`src/sv/pimt_pkg.sv`:
```
// shared types and constants for the interval merge table
package pimt_pkg;

  localparam int ChromW = 16;
  localparam int CoordW = 31;
  localparam int HitsW  = 32;
  localparam int PadW   = 10;
  localparam int DepthW = 16;
  localparam int StatW  = 3;

  localparam logic [StatW-1:0] StInserted = 3'd0;
  localparam logic [StatW-1:0] StMerged   = 3'd1;
  localparam logic [StatW-1:0] StFull     = 3'd2;
  localparam logic [StatW-1:0] StPopped   = 3'd3;
  localparam logic [StatW-1:0] StEmpty    = 3'd4;

  localparam logic CmdInsert = 1'b0;
  localparam logic CmdPop    = 1'b1;

  localparam logic RegPadK     = 1'b0;
  localparam logic RegMinDepth = 1'b1;

  typedef struct packed {
    logic [ChromW-1:0] chrom;
    logic [CoordW-1:0] first;
    logic [CoordW-1:0] last;
    logic [HitsW-1:0]  hits;
  } entry_t;

  // sequencer states
  typedef enum logic [2:0] {
    S_IDLE,
    S_MERGE,
    S_PLACE,
    S_DISCARD,
    S_POP,
    S_OUT
  } state_t;

  // broadcast from the sequencer to every cell
  typedef struct packed {
    logic   absorb;     // the first cell in reach takes itself out this cycle, the cells right of it shift left
    logic   place;      // insert the carried entry in sorted order
    logic   shift_out;  // remove the head cell
    entry_t carried;
    logic [PadW:0] pad2;
  } cell_ctl_t;

  function automatic logic [HitsW-1:0] sat_add(input logic [HitsW-1:0] a,
                                                input logic [HitsW-1:0] b);
    logic [HitsW:0] s;
    s = {1'b0, a} + {1'b0, b};
    return s[HitsW] ? {HitsW{1'b1}} : s[HitsW-1:0];
  endfunction

endpackage

```
`src/sv/pimt_ctrl.sv`:
```
// sequencer: takes a command, runs merge passes, placement or pops, holds the result
module pimt_ctrl #(
  parameter int CntW = 9
) (
  input  logic                         clk,
  input  logic                         rst,
  input  logic                         in_take,
  input  logic                         command,
  input  logic [pimt_pkg::ChromW-1:0]  chrom,
  input  logic [pimt_pkg::CoordW-1:0]  interval_start,
  input  logic [pimt_pkg::CoordW-1:0]  interval_end,
  input  logic [pimt_pkg::PadW-1:0]    pad_k,
  input  logic [pimt_pkg::DepthW-1:0]  min_depth,
  input  logic                         any_hit,
  input  logic                         full,
  input  logic                         head_valid,
  input  pimt_pkg::entry_t             head,
  input  logic [CntW-1:0]              held,
  input  pimt_pkg::entry_t             grown,
  input  logic                         out_take,
  output pimt_pkg::cell_ctl_t          ctl,
  output logic                         busy,
  output logic                         res_valid,
  output logic [pimt_pkg::StatW-1:0]   status,
  output pimt_pkg::entry_t             res_entry,
  output logic [CntW-1:0]              res_held
);

  pimt_pkg::state_t state, state_next;
  pimt_pkg::entry_t carried, carried_next;
  logic merged, merged_next;
  logic [pimt_pkg::StatW-1:0] status_next;
  pimt_pkg::entry_t res_next;

  always_ff @(posedge clk) begin
    if (rst) begin
      state <= pimt_pkg::S_IDLE;
    end else begin
      state <= state_next;
    end
    carried   <= carried_next;
    merged    <= merged_next;
    status    <= status_next;
    res_entry <= res_next;
  end

  // held count is passed through unregistered; the table is quiet while the result shows
  assign res_held  = held;
  assign res_valid = (state == pimt_pkg::S_OUT);
  assign busy      = (state != pimt_pkg::S_IDLE);

  always_comb begin
    state_next   = state;
    carried_next = carried;
    merged_next  = merged;
    status_next  = status;
    res_next     = res_entry;
    ctl          = '0;
    ctl.carried  = carried;
    ctl.pad2     = {pad_k, 1'b0};
    unique case (state)
      pimt_pkg::S_IDLE: begin
        if (in_take) begin
          carried_next.chrom = chrom;
          carried_next.first = interval_start;
          carried_next.last  = (interval_end < interval_start) ? interval_start : interval_end;
          carried_next.hits  = 32'd1;
          merged_next = 1'b0;
          res_next    = '0;
          state_next  = (command == pimt_pkg::CmdPop) ? pimt_pkg::S_DISCARD : pimt_pkg::S_MERGE;
        end
      end
      pimt_pkg::S_MERGE: begin
        // absorb one entry per cycle, growing the carried interval
        if (any_hit) begin
          ctl.absorb   = 1'b1;
          merged_next  = 1'b1;
          carried_next = grown;
          state_next   = pimt_pkg::S_MERGE;
        end else if (!merged && full) begin
          status_next = pimt_pkg::StFull;
          state_next  = pimt_pkg::S_OUT;
        end else begin
          status_next = merged ? pimt_pkg::StMerged : pimt_pkg::StInserted;
          state_next  = pimt_pkg::S_PLACE;
        end
      end
      pimt_pkg::S_PLACE: begin
        ctl.place  = 1'b1;
        state_next = pimt_pkg::S_OUT;
      end
      pimt_pkg::S_DISCARD: begin
        if (head_valid && (head.hits < {16'd0, min_depth})) begin
          ctl.shift_out = 1'b1;
        end else begin
          state_next = pimt_pkg::S_POP;
        end
      end
      pimt_pkg::S_POP: begin
        if (head_valid) begin
          ctl.shift_out = 1'b1;
          res_next      = head;
          status_next   = pimt_pkg::StPopped;
        end else begin
          status_next   = pimt_pkg::StEmpty;
        end
        state_next = pimt_pkg::S_OUT;
      end
      pimt_pkg::S_OUT: begin
        if (out_take) state_next = pimt_pkg::S_IDLE;
      end
      default: state_next = pimt_pkg::S_IDLE;
    endcase
  end

endmodule

```
`config.mk`:
```
export PLATFORM = sky130hd
export DESIGN_NAME = pimt_ctrl
export DESIGN_NICKNAME = d
export VERILOG_FILES = /design/src/sv/pimt_pkg.sv /design/src/sv/pimt_ctrl.sv
export SDC_FILE = /design/constraint.sdc
export NUM_CORES = 1
export LEC_CHECK = 0
export BUFFER_PORTS_ARGS = -buffer_cell sky130_fd_sc_hd__buf_4
export CAP_MARGIN = 0
export CORE_AREA = 2 2 231 233
export CTS_BUF_LIST = sky130_fd_sc_hd__clkbuf_8
export CTS_CLUSTER_DIAMETER = 60
export DETAILED_ROUTE_END_ITERATION = 10
export DIE_AREA = 0 0 233 235
export HOLD_SLACK_MARGIN = 0.02
export PLACE_DENSITY = 0.45
export SYNTH_ARGS = -nofsm -noshare
export SYNTH_HDL_FRONTEND = slang
export SYNTH_SLANG_ARGS = --single-unit
```
`constraint.sdc`:
```
create_clock -name clk -period 11.02 [get_ports clk]
set_clock_uncertainty 0.15 [all_clocks]
set_input_delay 2.204 -clock clk [delete_from_list [all_inputs] [get_ports clk]]
set_output_delay 2.204 -clock clk [all_outputs]
set_load 0.02 [all_outputs]
```
# Yosys cells after proc, flatten, opt, wreduce, memory -nomap -nowiden
# Cells that the tools add are included.
# word_totals
out_inout_bits,248
register_bits,227
wordCells,65
# classes
n_reduce_logical,13
mux,28
n_lt_le_gt_ge,2
n_eq_ne,11
# ops
cell,n
two-way mux 110 bit,4
one-hot mux 110 bit (2 select lines),2
less-than comparator 32 x 16 -> 1 bit,1
less-than comparator 31 bit,1
two-way mux 31 bit,1
two-way mux 3 bit,7
one-hot mux 3 bit (5 select lines),1
!= test 2 bit (second input constant),6
AND reduction 3 bit,3
two-way mux 1 bit,8
equality test 3 x 2 -> 1 bit (second input constant),2
equality test 3 bit (second input constant),2
one-hot mux 3 bit (2 select lines),1
nonzero test 2 bit,3
two-way mux 2 bit,2
one-hot mux 1 bit (2 select lines),2
equality test 3 x 1 -> 1 bit (second input constant),1
zero test 3 bit,1
nonzero test 3 bit,1
logical AND 1 bit,2
AND reduction 2 bit,1
OR reduction 2 bit,1
zero test 1 bit,1

# Depth between registers and ports, before layout
# logic_depth
depth_word,5
ltp_mapped,10
ltp_nobuf,9

# Worst setup path before layout
# OpenSTA, ideal clock, no wires.
# synth_path
path_type,input -> register
startpoint,input any_hit
endpoint,"register carried, in the netlist ctl[100] (enable)"
required_time_ns,10.136
slack_ns,0.103
t_arrival_ns,10.032
n_path_buf,0
path_stages,2
cell_sequence,inv_1 -> o21ai_0
# synth_via
elab_chain_cells,2
# synth_rtl
element,line_no,rtl
from (decl),pimt_ctrl.sv:14,"input logic any_hit,"
!= test 2 bit (no line),n/a,
AND reduction 3 bit (no line),n/a,
to (signal assigned),pimt_ctrl.sv:41,carried <= carried_next;
to (decl),pimt_ctrl.sv:30,"pimt_pkg::entry_t carried, carried_next;"
# No other way between the ends.
# A chain may end at the register's enable or synchronous reset.

==> results.toml <==
[floorplan]
rows = 84
die-area_sq_mm = 0.0548
num_io_pins = 589
fp.dieW_um = 233
die_h_um = 235
core_area_sq_mm = 0.0522
start_util_pct = 20.0

[critical_path]
cp_top_family = "simple AND/OR/NAND/NOR gates"
critPathMaxFanout = 4
cp.arrival_ps = 4170
cp.buffers_inverters = 2
path_class = "in2out"
cp.required_ps = 8670
path_cells = "buf_4 -> nor4_1 -> nand2_1 -> nor4_1 -> o211ai_1 -> a21o_1 -> nand2_1 -> buf_4"
cpPeakStageDelay_ps = 670
crit_path_start_kind = "input pin"
endpoint_kind = "output port"
slowest_stage = "nor4_1"

[routing]
ant_nets = 0
vias_per_cell = 4.00
firstDrtPassIters = 4
route.detailed.drc = 0
drtIter0Drc = 289
num_vias = 8431
wl_per_cell_um = 20.1
routed_wl_um = 42400

[timing]
finalHoldViolCount = 0
finalSetupViolCount = 0
period_needed_ps = 6530
timing.setup.tns_ps = 0
max_slew_margin_pct = 31.7
min_period_over_period_pct = 59.2
final_max_slew_viol_count = 0
max_freq_ghz = 0.153
tightest_slew_ps = 1020
grt_setup_unrepaired = "no"

[final_layout]
fin_util_pct = 30.7
layout_common_cells = "buf_4, edfxtp_1, and2_1"
multi_input_area_sq_mm = 0.00316
final_layout_size_suffix_gt1_share_pct = 43.8
fin_nets = 1769
nFillCells = 5440
syn_to_final_growth_pct = 53.8
ff_latch_area_sq_mm = 0.00679
mostFrequentLayoutCell = "buf_4"

[yosys]
syn-num-nets = 1222
ys_warn_count = 0
synth_xor_area_share_pct = 0
synthMuxAreaShare_pct = 2.98
synth_simple_gate_area_share_pct = 15.4
ys_types = 41
seq_area_frac_synth_pct = 65.1
syn_avg_cell_area_sq_um = 12.5
synth_area_leaders = "edfxtp_1, and2_1, ha_1"
synth_top_family_by_area = "simple AND/OR/NAND/NOR gates"
syn_area_sq_mm = 0.0104
yosysTopAreaCellShare_pct = 64.5
yosys.area.top_type = "edfxtp_1"
synth_compound_area_share_pct = 6.19
yosys.area_share.adder_pct = 5.40
synthCells = 836
ys_ff_latch = 227

[cts]
cts_max_level = 2
cts_tree = "yes"
clk_path_buf_depth = 3
cts.repair.resized = 0
cts_hold_buf = 0
postCtsSetupRepairBufs = 0
clkTransAtPathRegs_ps = 50
root_buffer = "clkbuf_8"
cts_num_sinks = 227
clkLatencyLatePin_ps = 610
cts-buffers-inserted = 47

[global_routing]
grt_max_degree = 112
grt_overflow = 0
antenna_found_initial = 4
grt_pass1_wl_um = 58800
grt_pass1_vias = 8811
track_usage_pct = 14.8

[placement]
port_buffers = 549
dp_hpwl_um = 32900
place_congestion = 0.818

[worst_hold_path]
min_path_type = "reg2reg"

[power_and_ir_drop]
cellPowerDensity_mw_per_mm2 = 184
vdd_ir_drop_max_v = 0.0000882
leakagePower_nw = 7.27

[job]
max-cap-violations = 0

[outcome]
status = "complete, no violations"
path summary, 6_finish.rpt:
kind                                       startpoint                  end  slack, ps  cells after the start
worst max-delay path                         head[31]             ctl[121]       4490                      8
worst min-delay path                 merged$_DFFE_PP_  status[0]$_DFFE_PP_        420                      2
worst max register to register  state[1]$_SDFFE_PP0P_   ctl[108]$_DFFE_PP_       7540                      7
worst min register to register       merged$_DFFE_PP_  status[0]$_DFFE_PP_        420                      2
Yosys cell counts:
cell type,n
nor3b_1,1
o21bai_1,1
nand3_1,3
clkinv_1,1
a31oi_1,2
a211oi_1,1
a221o_1,2
a32oi_1,1
o311ai_4,1
or4_1,1
a21oi_1,48
and4_1,1
buf_6,3
o21a_1,1
buf_4,20
inv_1,49
nand4_1,5
and3_1,32
nor2_1,37
mux2i_1,31
o21ai_0,40
o211ai_1,1
nand2b_1,5
a21o_1,8
nor4_1,4
nor3_1,5
o21ai_1,2
clkbuf_1,37
ha_1,45
or3_1,1
nand2_1,98
a2111oi_0,2
a31oi_2,1
o31ai_1,1
nor3_2,1
dfxtp_1,3
and2_1,111
edfxtp_1,224
nand4b_1,1
nor2b_1,4
conb_1,1
flip-flops by register name, indices dropped and copies added (netlist names):
register / count
res_entry: 110
state: 3
merged: 1
ctl: 110
status: 3
logic make-up (layout without fill, tap and decap cells):
family          Yosys count  count (layout)
flops                   227             227
simple gates            310             310
buf+inv                 110             693
fa+ha+maj                45              45
other cells               1               3
mux                      31              31
compound gates          112             112
cell type report:
class | instances | share of cell area, %
Tap cell | 688 | 5.37
Sequential cell | 227 | 42.3
Clock inverter | 38 | 1.24
Inverter | 50 | 1.17
Timing Repair Buffer | 558 | 26.1
Antenna cell | 2 | 0.0312
Multi-Input combinational cell | 499 | 19.7
Clock buffer | 47 | 4.03
stage by stage:
| stage | std cells | setup slack, ps | hold slack (ps) | total power [mW] | area (sq um) |
|---|---|---|---|---|---|
| after global routing | 2109 | 4420 | 486 | 3.11 | 16000 |
| after global placement | 2022 | 4360 | 397 | 2.16 | 15200 |
| after CTS | 2107 | 4400 | 421 | 3.01 | 16000 |
| final | 2109 | 4490 | 421 | 2.94 | 16000 |
| after floorplan | 836 | 103 | 369 | 1.73 | 10400 |
| after detailed placement | 2022 | 4400 | 407 | 2.17 | 15200 |
routing by layer:
metal | vias to the layer above | share of wire [%] | GRT usage [%]
met3 | 73 | 12 | 6.93
met2 | 428 | 49 | 25.7
met4 | 4 | 4.6 | 7.16
li1 | 4038 | - | -
met1 | 3888 | 35 | 14.9
met5 | - | 0.064 | 0
worst min-delay path: stages, from the launching register on:
cell and delay, ps:
edfxtp_1 340, nand2_1 50, nand2_1 70
report_power, final:
part	total [mW]	leakage, nW	switching, mW	internal (mW)
Sequential	1.23	2.21	0.0525	1.18
Clock	0.819	0.500	0.398	0.422
Combinational	0.893	4.56	0.550	0.343
Total	2.94	7.27	1.00	1.94
(Power assumes the default switching activity.)
