--- src/sv/pimt_pkg.sv ---
// shared types and constants for the interval merge table
package pimt_pkg;

  localparam int ChromW = 16;
  localparam int CoordW = 31;
  localparam int HitsW  = 32;
  localparam int PadW   = 10;
  localparam int DepthW = 16;
  localparam int StatW  = 3;

  localparam logic [StatW-1:0] StInserted = 3'd0;
  localparam logic [StatW-1:0] StMerged   = 3'd1;
  localparam logic [StatW-1:0] StFull     = 3'd2;
  localparam logic [StatW-1:0] StPopped   = 3'd3;
  localparam logic [StatW-1:0] StEmpty    = 3'd4;

  localparam logic CmdInsert = 1'b0;
  localparam logic CmdPop    = 1'b1;

  localparam logic RegPadK     = 1'b0;
  localparam logic RegMinDepth = 1'b1;

  typedef struct packed {
    logic [ChromW-1:0] chrom;
    logic [CoordW-1:0] first;
    logic [CoordW-1:0] last;
    logic [HitsW-1:0]  hits;
  } entry_t;

  // sequencer states
  typedef enum logic [2:0] {
    S_IDLE,
    S_MERGE,
    S_PLACE,
    S_DISCARD,
    S_POP,
    S_OUT
  } state_t;

  // broadcast from the sequencer to every cell
  typedef struct packed {
    logic   absorb;     // the first cell in reach takes itself out this cycle, the cells right of it shift left
    logic   place;      // insert the carried entry in sorted order
    logic   shift_out;  // remove the head cell
    entry_t carried;
    logic [PadW:0] pad2;
  } cell_ctl_t;

  function automatic logic [HitsW-1:0] sat_add(input logic [HitsW-1:0] a,
                                                input logic [HitsW-1:0] b);
    logic [HitsW:0] s;
    s = {1'b0, a} + {1'b0, b};
    return s[HitsW] ? {HitsW{1'b1}} : s[HitsW-1:0];
  endfunction

endpackage

--- src/sv/pimt_cell.sv ---
// one table slot: holds an entry, compares it with the carried entry, shifts
module pimt_cell (
  input  logic               clk,
  input  logic               rst,
  input  pimt_pkg::cell_ctl_t ctl,
  input  logic               left_valid,
  input  pimt_pkg::entry_t   left_entry,
  input  logic               left_before,   // left neighbor sorts before carried
  input  logic               left_absorb_any, // some cell left of here absorbs
  input  logic               right_valid,
  input  pimt_pkg::entry_t   right_entry,
  output logic               valid,
  output pimt_pkg::entry_t   entry,
  output logic               ahead,         // this cell sorts before carried
  output logic               hit,           // this cell merges with carried
  output logic               absorb_any     // this cell or one left of it absorbs
);

  pimt_pkg::entry_t entry_next;
  logic             valid_next;
  logic [pimt_pkg::CoordW+1:0] end_a, end_b;

  // padded reach test against the carried interval
  always_comb begin
    end_a = {2'b00, ctl.carried.last} + {{(pimt_pkg::CoordW+1-pimt_pkg::PadW){1'b0}}, ctl.pad2};
    end_b = {2'b00, entry.last} + {{(pimt_pkg::CoordW+1-pimt_pkg::PadW){1'b0}}, ctl.pad2};
    hit = valid && (entry.chrom == ctl.carried.chrom) &&
          (end_a >= {2'b00, entry.first}) && (end_b >= {2'b00, ctl.carried.first});
    ahead = valid && ((entry.chrom < ctl.carried.chrom) ||
            ((entry.chrom == ctl.carried.chrom) && (entry.first <= ctl.carried.first)));
    absorb_any = left_absorb_any || (hit && !left_absorb_any);
  end

  // first hit leaves; everything right of it moves one place left
  // on placement the carried entry lands right after the cells that sort ahead
  always_comb begin
    valid_next = valid;
    entry_next = entry;
    if (ctl.shift_out || (ctl.absorb && absorb_any)) begin
      valid_next = right_valid;
      entry_next = right_entry;
    end else if (ctl.place && !ahead && left_valid) begin
      valid_next = 1'b1;
      entry_next = left_before ? ctl.carried : left_entry;
    end
  end

  always_ff @(posedge clk) begin
    if (rst) begin
      valid <= 1'b0;
    end else begin
      valid <= valid_next;
    end
    entry <= entry_next;
  end

endmodule

--- config.mk ---
export PLATFORM = sky130hd
export DESIGN_NAME = pimt_cell
export DESIGN_NICKNAME = d
export VERILOG_FILES = /design/src/sv/pimt_pkg.sv /design/src/sv/pimt_cell.sv
export SDC_FILE = /design/constraint.sdc
export NUM_CORES = 1
export LEC_CHECK = 0
export ABC_CLOCK_PERIOD_IN_PS = 9400
export BUFFER_PORTS_ARGS = -buffer_cell sky130_fd_sc_hd__buf_2
export CAP_MARGIN = 25
export CORE_AREA = 2 2 181 183
export DETAILED_ROUTE_END_ITERATION = 12
export DIE_AREA = 0 0 183 185
export PLACE_DENSITY = 0.64
export SETUP_SLACK_MARGIN = 0.4
export SLEW_MARGIN = 20
export SYNTH_ARGS = -nofsm -noshare
export SYNTH_HDL_FRONTEND = slang
export SYNTH_SLANG_ARGS = --single-unit
--- constraint.sdc ---
create_clock -name clk -period 9.4 [get_ports clk]
set_input_delay 1.88 -clock clk [delete_from_list [all_inputs] [get_ports clk]]
set_output_delay 1.88 -clock clk [all_outputs]
set_load 0.005 [all_outputs]
After elaboration in Yosys (flattened, before gate mapping)

Cells that the tools add are included.

Register bits: 111
Latch bits: 0
Memory bits (writable): 0
Memory bits (read-only): 0
Bits of input ports: 350
Output and inout port bits: 114
Word-level logic and storage cells: 32
Memories kept: 0

Add/sub/neg operators: 2
Multipliers: 0
Div/mod/pow operators: 0
Order comparisons: 4
Equality and inequality tests: 1
Shift operators: 0
Muxes and demuxes: 5
Bitwise gates (word level): 0
Reductions and logical operators: 15

Operators with widths:

| kind                                             | count |
|---|---|
| 110-bit two-way mux                              | 3 |
| 31-bit by 11-bit adder with 32-bit output        | 2 |
| 32-bit by 31-bit >= comparator with 1-bit output | 2 |
| 31-bit less-or-equal comparator                  | 1 |
| 16-bit equality test                             | 1 |
| 16-bit < comparator                              | 1 |
| 1-bit logical AND                                | 9 |
| 1-bit logical OR                                 | 3 |
| 1-bit zero test                                  | 2 |
| 1-bit two-way mux                                | 2 |
| 2-bit nonzero test                               | 1 |

Longest topological paths before layout

Gate-level depths: netlist of run 1.

Word-level depth: 9
Mapped depth: 23
Depth with buffers taken out: 20

Worst setup path after synthesis of run 1

No wires, ideal clock.

Path kind: input port to flip-flop
From: input ctl[0] (netlist name)
To: register entry[0] (netlist name) (enable)
Library setup time: 476 ps
Arrival time: 7,769 ps
Data required time: 8,924 ps
Path slack: 1,154 ps
Stages on the path: 23
Path buffers: 3
Cells stage by stage: ha_1 > inv_1 > fa_1 > nor2b_1 > o21ai_0 > a21boi_0 > o21ai_0 > a21oi_1 > a21o_1 > clkbuf_1 > nand4b_1 > xnor2_1 > ha_1 > and3_1 > o21ai_0 > a21o_1 > nor3_1 > a311oi_1 > o211a_1 > nor2_2 > buf_6 > buf_6 > or2_1

Cells in the longest elaborated chain, start to end: 9
Elaborated cells on any way between the ends: 11
Classes of those cells: add/sub (2); order compare (2); reduce/logical (7)

Ends and longest elaborated chain:

| element                                          | RTL line        | source |
|---|---|---|
| from (decl)                                      | pimt_cell.sv:5  | `input pimt_pkg::cell_ctl_t ctl,` |
| 31-bit by 11-bit adder with 32-bit output        | pimt_cell.sv:25 | `end_a = {2'b00, ctl.carried.last} + {{(pimt_pkg::CoordW+1-pimt_pkg::PadW){1'b0}}, ctl.pad2};` |
| 32-bit by 31-bit >= comparator with 1-bit output | pimt_cell.sv:28 | `(end_a >= {2'b00, entry.first}) && (end_b >= {2'b00, ctl.carried.first});` |
| 1-bit logical AND                                | pimt_cell.sv:27 | `hit = valid && (entry.chrom == ctl.carried.chrom) &&` |
| 1-bit logical AND *                              | pimt_cell.sv:28 |  |
| 1-bit logical AND *                              | pimt_cell.sv:31 | `absorb_any = left_absorb_any \|\| (hit && !left_absorb_any);` |
| 1-bit logical OR *                               | pimt_cell.sv:31 |  |
| 1-bit logical AND *                              | pimt_cell.sv:39 | `if (ctl.shift_out \|\| (ctl.absorb && absorb_any)) begin` |
| 1-bit logical OR *                               | pimt_cell.sv:39 |  |
| 2-bit nonzero test (no line) *                   | -               |  |
| to (signal assigned)                             | pimt_cell.sv:54 | `entry <= entry_next;` |
| to (decl)                                        | pimt_cell.sv:13 | `output pimt_pkg::entry_t entry,` |

Mark *: on every way between the ends. The rest lies on a longest branch, timed or not.
A chain may end at the register's enable or synchronous reset.

Worst setup path in the final report of run 1

From: input ctl[0] (netlist name)
To: output absorb_any

Cells in the longest elaborated chain, start to end: 6
Elaborated cells on any way between the ends: 8
Classes of those cells: add/sub (2); order compare (2); reduce/logical (4)

Ends and longest elaborated chain:

| element                                          | RTL line        | source |
|---|---|---|
| 31-bit by 11-bit adder with 32-bit output        | pimt_cell.sv:25 |  |
| 32-bit by 31-bit >= comparator with 1-bit output | pimt_cell.sv:28 |  |
| 1-bit logical AND                                | pimt_cell.sv:27 |  |
| 1-bit logical AND *                              | pimt_cell.sv:28 |  |
| 1-bit logical AND *                              | pimt_cell.sv:31 |  |
| 1-bit logical OR *                               | pimt_cell.sv:31 |  |
| to (decl)                                        | pimt_cell.sv:16 | `output logic absorb_any` |

Marked as above.

==> flow_summary.ini, run 1 <==
[run_status]
status = finished clean

[yosys]
ys_seq_area_share_pct = 31.4
synth-seq-cells = 111
syn_nets = 1444
yosysWarningCount = 0
syn_area_mm2 = 0.0106
async_flop_share_pct = 0
avgSynthCellArea_um2 = 11.0
synth-edff-count = 110
synth_cell_types = 63
synthFlopType = edfxtp_1
netlist_instances = 961

[critical_path]
crit_family = compound AO/OA/AOI/OAI gates
crit_buf_inv = 4
cp_slowest_cell = fa_1
setup.worst_path.class = input port to output port
end_kind = output port
cp.required_ns = 7.52
crit_path_start_kind = input port
path_cells = buf_2 -> ha_1 -> inv_1 -> fa_1 -> nor2b_1 -> o21ai_0 -> a21oi_1 -> o21ai_0 -> a211oi_1 -> buf_4 -> or2_2 -> nand4_1 -> xnor2_1 -> ha_1 -> a21o_1 -> a21oi_1 -> nor4bb_1 -> o21ai_1 -> a2111oi_2 -> o21ai_0 -> and2_1 -> or2_2 -> buf_2
cp_data_arrival_time_ns = 6.29
cp_common_cell = o21ai_0
max_stage_delay_ns = 0.39
cp_max_fo = 5

[clocking]
cts_tree = built
cts_resized = 0
cts_root_buffer = clkbuf_16
clock_path_buffers = 2
numCtsBuffers = 9
cts.sinks = 111
postCtsHoldBufs = 0
htreeDepth = 3
clk_pin_slew_ns = 0.08
cts_setup_buffers = 0
worstSkewPairLatency_ns = 0.39

[routing]
dr.pass1.iters = 4
post-route-drc-count = 0
final_antenna_net_count = 0
initialDrtViolationCount = 356
wl_per_cell_um = 19.5
vias = 9205
drt-total-wl_mm = 35.7
vias_per_cell = 5.03

[timing]
hold_slack_ns = 0.602
finalCriticalPeriod_ns = 8.17
setup-tns-final_ns = 0
rsz0062_at_grt = false
timing.slew.headroom_pct = 39.5
finalHoldViolCount = 0
setup_viol = 0
skew_ns = 0.0193
layout_worst_path_cycle_share_pct = 86.9
slew_viol_final = 0
tightestPinTransition_ns = 0.907
fmax_mhz = 122
setup_slack_ns = 1.23

[finish]
seq_area_mm2 = 0.00332
drive_above_1_share_pct = 49.8
nets = 1898
fin_cells = 1829
area_growth_pct = 28.3
multi_input_area_mm2 = 0.00674
fillCellCount = 3196

[placement]
dpl.hpwl_mm = 29.7
dpl.cell_count = 1812
pre_cts_slack_ns = 1.26
gp_congestion = 0.869
portBuffers = 463

[floorplan]
core_mm2 = 0.0320
dieWidth_um = 183
start_util_pct = 33.1
io_pins = 464
rows = 66
chipHeight_um = 185
dieArea_mm2 = 0.0339

[power]
leakage_nw = 6.63
irDropWorstVdd_mv = 0.108
power_density_mw_per_mm2 = 134

[global_routing]
grt_pass1_wl_mm = 52.1
grt_pass1_vias = 9266
antenna_found_initial = 7
grt_use_total_pct = 20.4
grt_max_degree = 112
grt_overflow = 0

[hold_path]
min_path_type = register to register

[job]
max_cap_violations = 0
metal layers:
layer  global-route usage, %  up-vias  wire length, um
li1                        -     4465                -
met1                    24.3     4381            14900
met2                    36.7      308            17900
met3                    5.47       43             2280
met4                    4.74        8              579
met5                       0        -               57
synth_stat cells, drive strengths merged (2+ instances only):
cell / number / area, um2
a31oi: 6 / 37.5
nor4: 2 / 27.5
nor2: 27 / 104
a211o: 2 / 17.5
xnor2: 42 / 368
a21boi: 3 / 22.5
nand4: 22 / 150
o21ai: 28 / 140
o21bai: 4 / 30.0
and3: 12 / 75.1
or2: 6 / 37.5
a21oi: 50 / 254
nand3: 33 / 165
xor2: 12 / 105
buf: 12 / 116
o22ai: 2 / 12.5
nor2b: 6 / 37.5
a21o: 17 / 128
nand2: 38 / 143
edfxtp: 110 / 3300
clkbuf: 13 / 48.8
ha: 131 / 1640
mux2: 220 / 2740
and2: 4 / 25.0
and4: 5 / 43.8
fa: 2 / 40.0
nand2b: 6 / 37.5
a211oi: 7 / 52.6
a2111oi: 2 / 23.8
inv: 99 / 372
o21a: 6 / 45.0
nor3: 11 / 55.1
or3: 2 / 12.5
flip-flops by register name (all words and copies together), names as in the netlist:
signal	flops
entry	110
valid	1
cell usage in the layout, fill, tap and decap left out, types with 7 or more instances in the layout:
cell type and n:
buf_2 462, mux2_2 142, ha_1 131, edfxtp_1 110, inv_1 99, mux2_4 70, a21oi_1 49, xnor2_1 42
nand2_1 38, nand3_1 33, o21ai_0 26, nor2_1 26, nand4_1 20, a21o_1 17, and3_1 12, xor2_1 12
nor3_1 11, clkbuf_16 9, mux2_1 8, a211oi_1 7
worst paths after layout:
| path | end | start | slack, ns | cells after the start |
|---|---|---|---|---|
| hold reg to reg | valid$_SDFFE_PP0P_ | valid$_SDFFE_PP0P_ | 0.60 | 1 |
| hold / removal | valid$_SDFFE_PP0P_ | valid$_SDFFE_PP0P_ | 0.60 | 1 |
| setup / recovery | absorb_any | ctl[0] | 1.23 | 23 |
| setup reg to reg | entry[24]$_DFFE_PP_ | entry[32]$_DFFE_PP_ | 3.91 | 21 |
stage by stage:
stage | instance area, um2 | power (W) | utilization [%]
floorplan | 10600 | 0.00116 | -
global placement | 13300 | 0.00143 | 41.6
detailed placement | 13300 | 0.00144 | 41.6
CTS | 13600 | 0.00184 | 42.4
global route | 13600 | 0.00194 | 42.4
finish | 13600 | 0.00182 | 42.4
layout make-up:
class	instances	share of cell area [%]
inverter	99	2.73
clock inverter	5	0.295
sequential	111	24.4
clock buffer	11	1.71
timing repair buffer	468	17.4
multi-input combinational	726	49.6
tap	408	3.76
antenna	1	0.0184
logic make-up after synthesis:
group	count (synthesis)	synth area share [%]
compound gates	141	8.44
mux	220	25.9
flops	111	31.4
fa+ha+maj	133	15.8
xor+xnor	54	4.46
simple gates	178	8.96
buf+inv	124	5.07
where the power goes:
part           switching [W]  total, W  leakage [nW]  internal [W]
Clock               0.000205  0.000389         0.135      0.000184
Sequential         0.0000594  0.000700          1.10      0.000641
Combinational       0.000360  0.000729          5.39      0.000368
Total               0.000625   0.00182          6.63       0.00119
Note: power is estimated with default switching activity, not from simulation.
==> inputs of run 2 (changes only) <==
==> constraint.sdc (replaced) <==
create_clock -name clk -period 9.4 [get_ports clk]
set_input_delay 0.94 -clock clk [delete_from_list [all_inputs] [get_ports clk]]
set_output_delay 0.94 -clock clk [all_outputs]
set_load 0.005 [all_outputs]
==> run 2 against run 1 <==
Largest cell class unchanged. Power down 0.24%. Wire length up 0.32%. Combinational power about the same. Register-to-register slack worse by 0.45 ns. Sequential power is essentially flat.
==> flow_summary.ini, run 2 (synthesized netlist as in run 1, its figures left out) <==
[timing]
skew_ns = 0.0253
fmax_mhz = 154
tightestPinTransition_ns = 0.932
finalCriticalPeriod_ns = 6.51
finalHoldViolCount = 0
layout_worst_path_cycle_share_pct = 69.2
slew_viol_final = 0
rsz0062_at_grt = false
setup-tns-final_ns = 0
setup_slack_ns = 2.89
setup_viol = 0
timing.slew.headroom_pct = 37.9

[power]
power_density_mw_per_mm2 = 133
p_total_w = 0.00181
leakage_nw = 6.61
irDropWorstVdd_mv = 0.0777

[floorplan]
io_pins = 464
start_util_pct = 33.1
dieArea_mm2 = 0.0339
chipHeight_um = 185
dieWidth_um = 183
rows = 66
core_mm2 = 0.0320

[critical_path]
cp.required_ns = 8.46
timing.rr.start = entry[32]$_DFFE_PP_
critPathLaunch = ctl[0]
r2r_end = entry[56]$_DFFE_PP_
setup.worst_path.class = input port to output port
worstRegToRegCells = 20
end_kind = output port
r2r_slack_ns = 3.46
cp-endpoint = absorb_any
cp_data_arrival_time_ns = 5.57
crit_path_start_kind = input port
cp_max_fo = 5

[global_routing]
grt_pass1_vias = 9188
grt_overflow = 0
antenna_found_initial = 11
grt_pass1_wl_mm = 52.2
grt_max_degree = 112
grt_use_total_pct = 20.5

[routing]
vias_per_cell = 4.98
post-route-drc-count = 0
initialDrtViolationCount = 379
vias = 9117
dr.pass1.iters = 4
final_antenna_net_count = 0
drt-total-wl_mm = 35.9
wl_per_cell_um = 19.6

[clocking]
numCtsBuffers = 9
worstSkewPairLatency_ns = 0.38
cts.sinks = 111
cts_tree = built
cts_setup_buffers = 0
clock_path_buffers = 2
cts_resized = 0
htreeDepth = 3
cts_root_buffer = clkbuf_16
clk_pin_slew_ns = 0.09
postCtsHoldBufs = 0

[placement]
gp_congestion = 0.865
dpl.cell_count = 1810
portBuffers = 463
dpl.hpwl_mm = 29.8
pre_cts_slack_ns = 2.68

[finish]
fillCellCount = 3162
mostFrequentLayoutCell = buf_2
reg.largest.list = entry x110, valid x1
largest-register = entry
largest_register_ff_count = 110
drive_above_1_share_pct = 49.7
fin_util_pct = 42.4
layout_common_cells = 462 x buf_2, 142 x mux2_2, 131 x ha_1
fin_cells = 1832
nets = 1896
area_growth_pct = 28.3

[run_status]
status = finished clean

[job]
max_cap_violations = 0

[hold_path]
hp-start = valid$_SDFFE_PP0P_
min_path_type = register to register
[run 2: cell count changes in the layout (fill, tap and decap cells not counted), sizes merged]
cell	delta
clkinv	+1
clkinvlp	+1
diode	+5
inv	-2
buf	-2
[run 2: per-layer routing]
metal / track usage [%] / up-vias / routed length (um)
met5: 0 / - / 52
met4: 6.21 / 8 / 606
met3: 4.97 / 44 / 2300
met2: 35.8 / 311 / 17800
met1: 25.1 / 4273 / 15100
li1: - / 4481 / -
[run 2: report_power, final]
part / switching [W] / internal (W) / total, W / leakage, nW
sequential: 0.0000614 / 0.000641 / 0.000702 / 1.10
clock: 0.000200 / 0.000184 / 0.000384 / 0.132
combinational: 0.000360 / 0.000367 / 0.000727 / 5.38
total: 0.000621 / 0.00119 / 0.00181 / 6.61
[run 2: final cells by class]
type | instances | area (um2) | share of cell area (%)
antenna | 6 | 15.0 | 0.110
clock buffer | 11 | 233 | 1.71
clock inverter | 5 | 41.3 | 0.304
inverter | 99 | 372 | 2.73
multi-input combinational | 726 | 6740 | 49.6
sequential | 111 | 3320 | 24.4
tap | 408 | 510 | 3.76
timing repair buffer | 466 | 2350 | 17.3
[run 2: worst min-delay path by stage]
stage	cells past startpoint	slack [ns]	to
final	1	0.62	valid$_SDFFE_PP0P_
after global routing	1	0.66	valid$_SDFFE_PP0P_
after CTS	1	0.63	valid$_SDFFE_PP0P_
after detailed placement	1	0.60	valid$_SDFFE_PP0P_
after global placement	1	0.58	valid$_SDFFE_PP0P_
after floorplan	1	0.56	valid$_SDFFE_PP0P_
[run 2: per-stage QoR]
| stage | hold WS [ns] | cell area (um2) |
|---|---|---|
| 3_5_place_dp | 0.602 | 13300 |
| 5_1_grt | 0.656 | 13600 |
| 2_1_floorplan | 0.564 | 10600 |
| 3_3_place_gp | 0.581 | 13300 |
| 4_1_cts | 0.635 | 13600 |
| 6_report | 0.623 | 13600 |
[run 2: critical path: stages]
cell and delay [ns]:
buf_2 0.10, ha_1 0.19, inv_1 0.06, fa_1 0.40, nor2b_1 0.12, o21ai_0 0.12
a21oi_1 0.25, o21ai_0 0.15, a211oi_1 0.46, or2_2 0.26, nand4_1 0.13, xnor2_1 0.16
ha_1 0.32, a21o_1 0.19, a21oi_1 0.18, nor4bb_1 0.27, o21ai_1 0.12, a2111oi_2 0.37
o21ai_0 0.13, and2_1 0.20, or2_2 0.30, buf_2 0.13
==> inputs of run 3 (changes only) <==
--- a/config.mk
+++ b/config.mk
@@ -5,13 +5,13 @@
 export SDC_FILE = /design/constraint.sdc
 export NUM_CORES = 1
 export LEC_CHECK = 0
-export ABC_CLOCK_PERIOD_IN_PS = 9400
+export ABC_CLOCK_PERIOD_IN_PS = 5650
 export BUFFER_PORTS_ARGS = -buffer_cell sky130_fd_sc_hd__buf_2
 export CAP_MARGIN = 25
 export CORE_AREA = 2 2 181 183
 export DETAILED_ROUTE_END_ITERATION = 12
 export DIE_AREA = 0 0 183 185
-export PLACE_DENSITY = 0.64
+export PLACE_DENSITY = 0.66
 export SETUP_SLACK_MARGIN = 0.4
 export SLEW_MARGIN = 20
 export SYNTH_ARGS = -nofsm -noshare
==> constraint.sdc (replaced) <==
create_clock -name clk -period 5.65 [get_ports clk]
set_input_delay 0.565 -clock clk [delete_from_list [all_inputs] [get_ports clk]]
set_output_delay 0.565 -clock clk [all_outputs]
set_load 0.005 [all_outputs]
==> run 3 against run 2 <==
Design area up 3.4%. Count of clock-buffer cells in the layout stayed put. Wire length grew 4.2%. Non-clock buffer count is 28 higher. Global-route usage up 0.55 points. Sequential share of layout area decreased by 0.80 points. Via count is 2.7% higher. Worst setup slack lost 2.4 ns. Die area unchanged. Largest cell class unchanged.
==> flow_summary.ini, run 3 (synthesized netlist as in run 1, its figures left out) <==
[timing]
layout_worst_path_cycle_share_pct = 91.0
slew_viol_final = 0
setup-tns-final_ns = 0
finalHoldViolCount = 0
rsz0062_at_grt = true
skew_ns = 0.0145
fmax_mhz = 194
hold_slack_ns = 0.428
timing.slew.headroom_pct = 38.3
finalCriticalPeriod_ns = 5.14
tightestPinTransition_ns = 0.925
setup_viol = 0

[clocking]
htreeDepth = 3
cts.sinks = 111
numCtsBuffers = 9
clk_pin_slew_ns = 0.08
cts_tree = built
worstSkewPairLatency_ns = 0.38
postCtsHoldBufs = 0
clock_path_buffers = 2
cts_root_buffer = clkbuf_16

[critical_path]
cp_max_fo = 4
worstRegToRegCells = 22
end_kind = output port
cp_data_arrival_time_ns = 4.58
crit_path_start_kind = register
cp.required_ns = 5.09
setup.worst_path.class = register to output port

[power]
power_density_mw_per_mm2 = 227
leakage_nw = 6.82
p_total_w = 0.00318
irDropWorstVdd_mv = 0.150

[job]
max_cap_violations = 0

[placement]
dpl.hpwl_mm = 31.1
portBuffers = 463
dpl.cell_count = 1821
place_area_mm2 = 0.0135
gp_congestion = 0.885

[finish]
drive_above_1_share_pct = 52.2
largest-register = entry
layout_common_cells = 461 x buf_2, 142 x mux2_2, 130 x ha_1
area_growth_pct = 32.6
stdcell_area_mm2 = 0.0141
fin_cells = 1860
largest_register_ff_count = 110
reg.largest.list = entry x110, valid x1
nets = 1924
mostFrequentLayoutCell = buf_2

[routing]
drt-total-wl_mm = 37.4
vias = 9359
dr.pass1.iters = 5
vias_per_cell = 5.03
wl_per_cell_um = 20.1
post-route-drc-count = 0
initialDrtViolationCount = 420
final_antenna_net_count = 0

[floorplan]
chipHeight_um = 185
dieWidth_um = 183
core_mm2 = 0.0320
io_pins = 464
rows = 66
dieArea_mm2 = 0.0339
start_util_pct = 33.1

[hold_path]
min_path_type = input port to register
hold_depth = 3

[run_status]
status = finished clean

[global_routing]
grt_pass1_wl_mm = 53.4
antenna_found_initial = 11
grt_pass1_vias = 9490
grt_max_degree = 67
grt_overflow = 0
grt_use_total_pct = 21.1
run 3: worst paths after layout:
path,from,end,slack (ns)
worst min-delay path,rst,valid$_SDFFE_PP0P_,0.43
worst max-delay path,entry[32]$_DFFE_PP_,absorb_any,0.51
worst min register to register,valid$_SDFFE_PP0P_,valid$_SDFFE_PP0P_,0.60
worst max register to register,entry[32]$_DFFE_PP_,entry[21]$_DFFE_PP_,0.66
run 3: timing repair:
action | in CTS | in global routing
endpoints found under the setup margin | 2 | 30
resized for setup | 12 | 25
setup buffers | 10 | 7
pin swaps | 11 | 28
run 3: per-layer routing:
| metal | GRT usage, % | vias up | routed length, um |
|---|---|---|---|
| li1 | - | 4518 | - |
| met1 | 24.5 | 4454 | 15100 |
| met2 | 37.8 | 330 | 18800 |
| met3 | 6.15 | 47 | 2620 |
| met4 | 5.89 | 10 | 753 |
| met5 | 0 | - | 60 |
run 3: cell type report:
type	count	area, um2
flip-flops and latches	111	3320
inverters	99	372
multi-input cells	726	6880
well taps	408	510
diodes	6	15.0
repair buffers	494	2650
fillers	3082	18000
clock inverters	5	65.1
clock buffers	11	233
run 3: metrics by stage:
stage | setup WS (ns) | util, %
finish | 0.507 | 43.9
CTS | 0.421 | 43.3
global route | 0.335 | 43.8
global placement | 0.150 | 42.1
detailed placement | 0.0981 | 42.1
floorplan | 0.425 | -
run 3: where the power goes:
| part | switching, W | total [W] | internal, W |
|---|---|---|---|
| combinational | 0.000635 | 0.00131 | 0.000679 |
| clock | 0.000351 | 0.000701 | 0.000351 |
| sequential | 0.000102 | 0.00117 | 0.00106 |
| total | 0.00109 | 0.00318 | 0.00209 |
run 3: worst max-delay path: stages, from the launching register on:
cell       delay, ns
edfxtp_1        0.40
ha_2            0.20
buf_4           0.13
buf_4           0.12
a211o_1         0.33
a211oi_2        0.34
o31ai_2         0.12
a21oi_2         0.16
buf_4           0.16
or2_4           0.14
inv_1           0.06
nand2_1         0.10
xnor2_2         0.08
ha_1            0.32
and4_4          0.17
a221oi_4        0.29
nor2_2          0.09
a2111oi_4       0.35
o21ai_1         0.11
and2_4          0.16
or2_4           0.23
buf_6           0.11
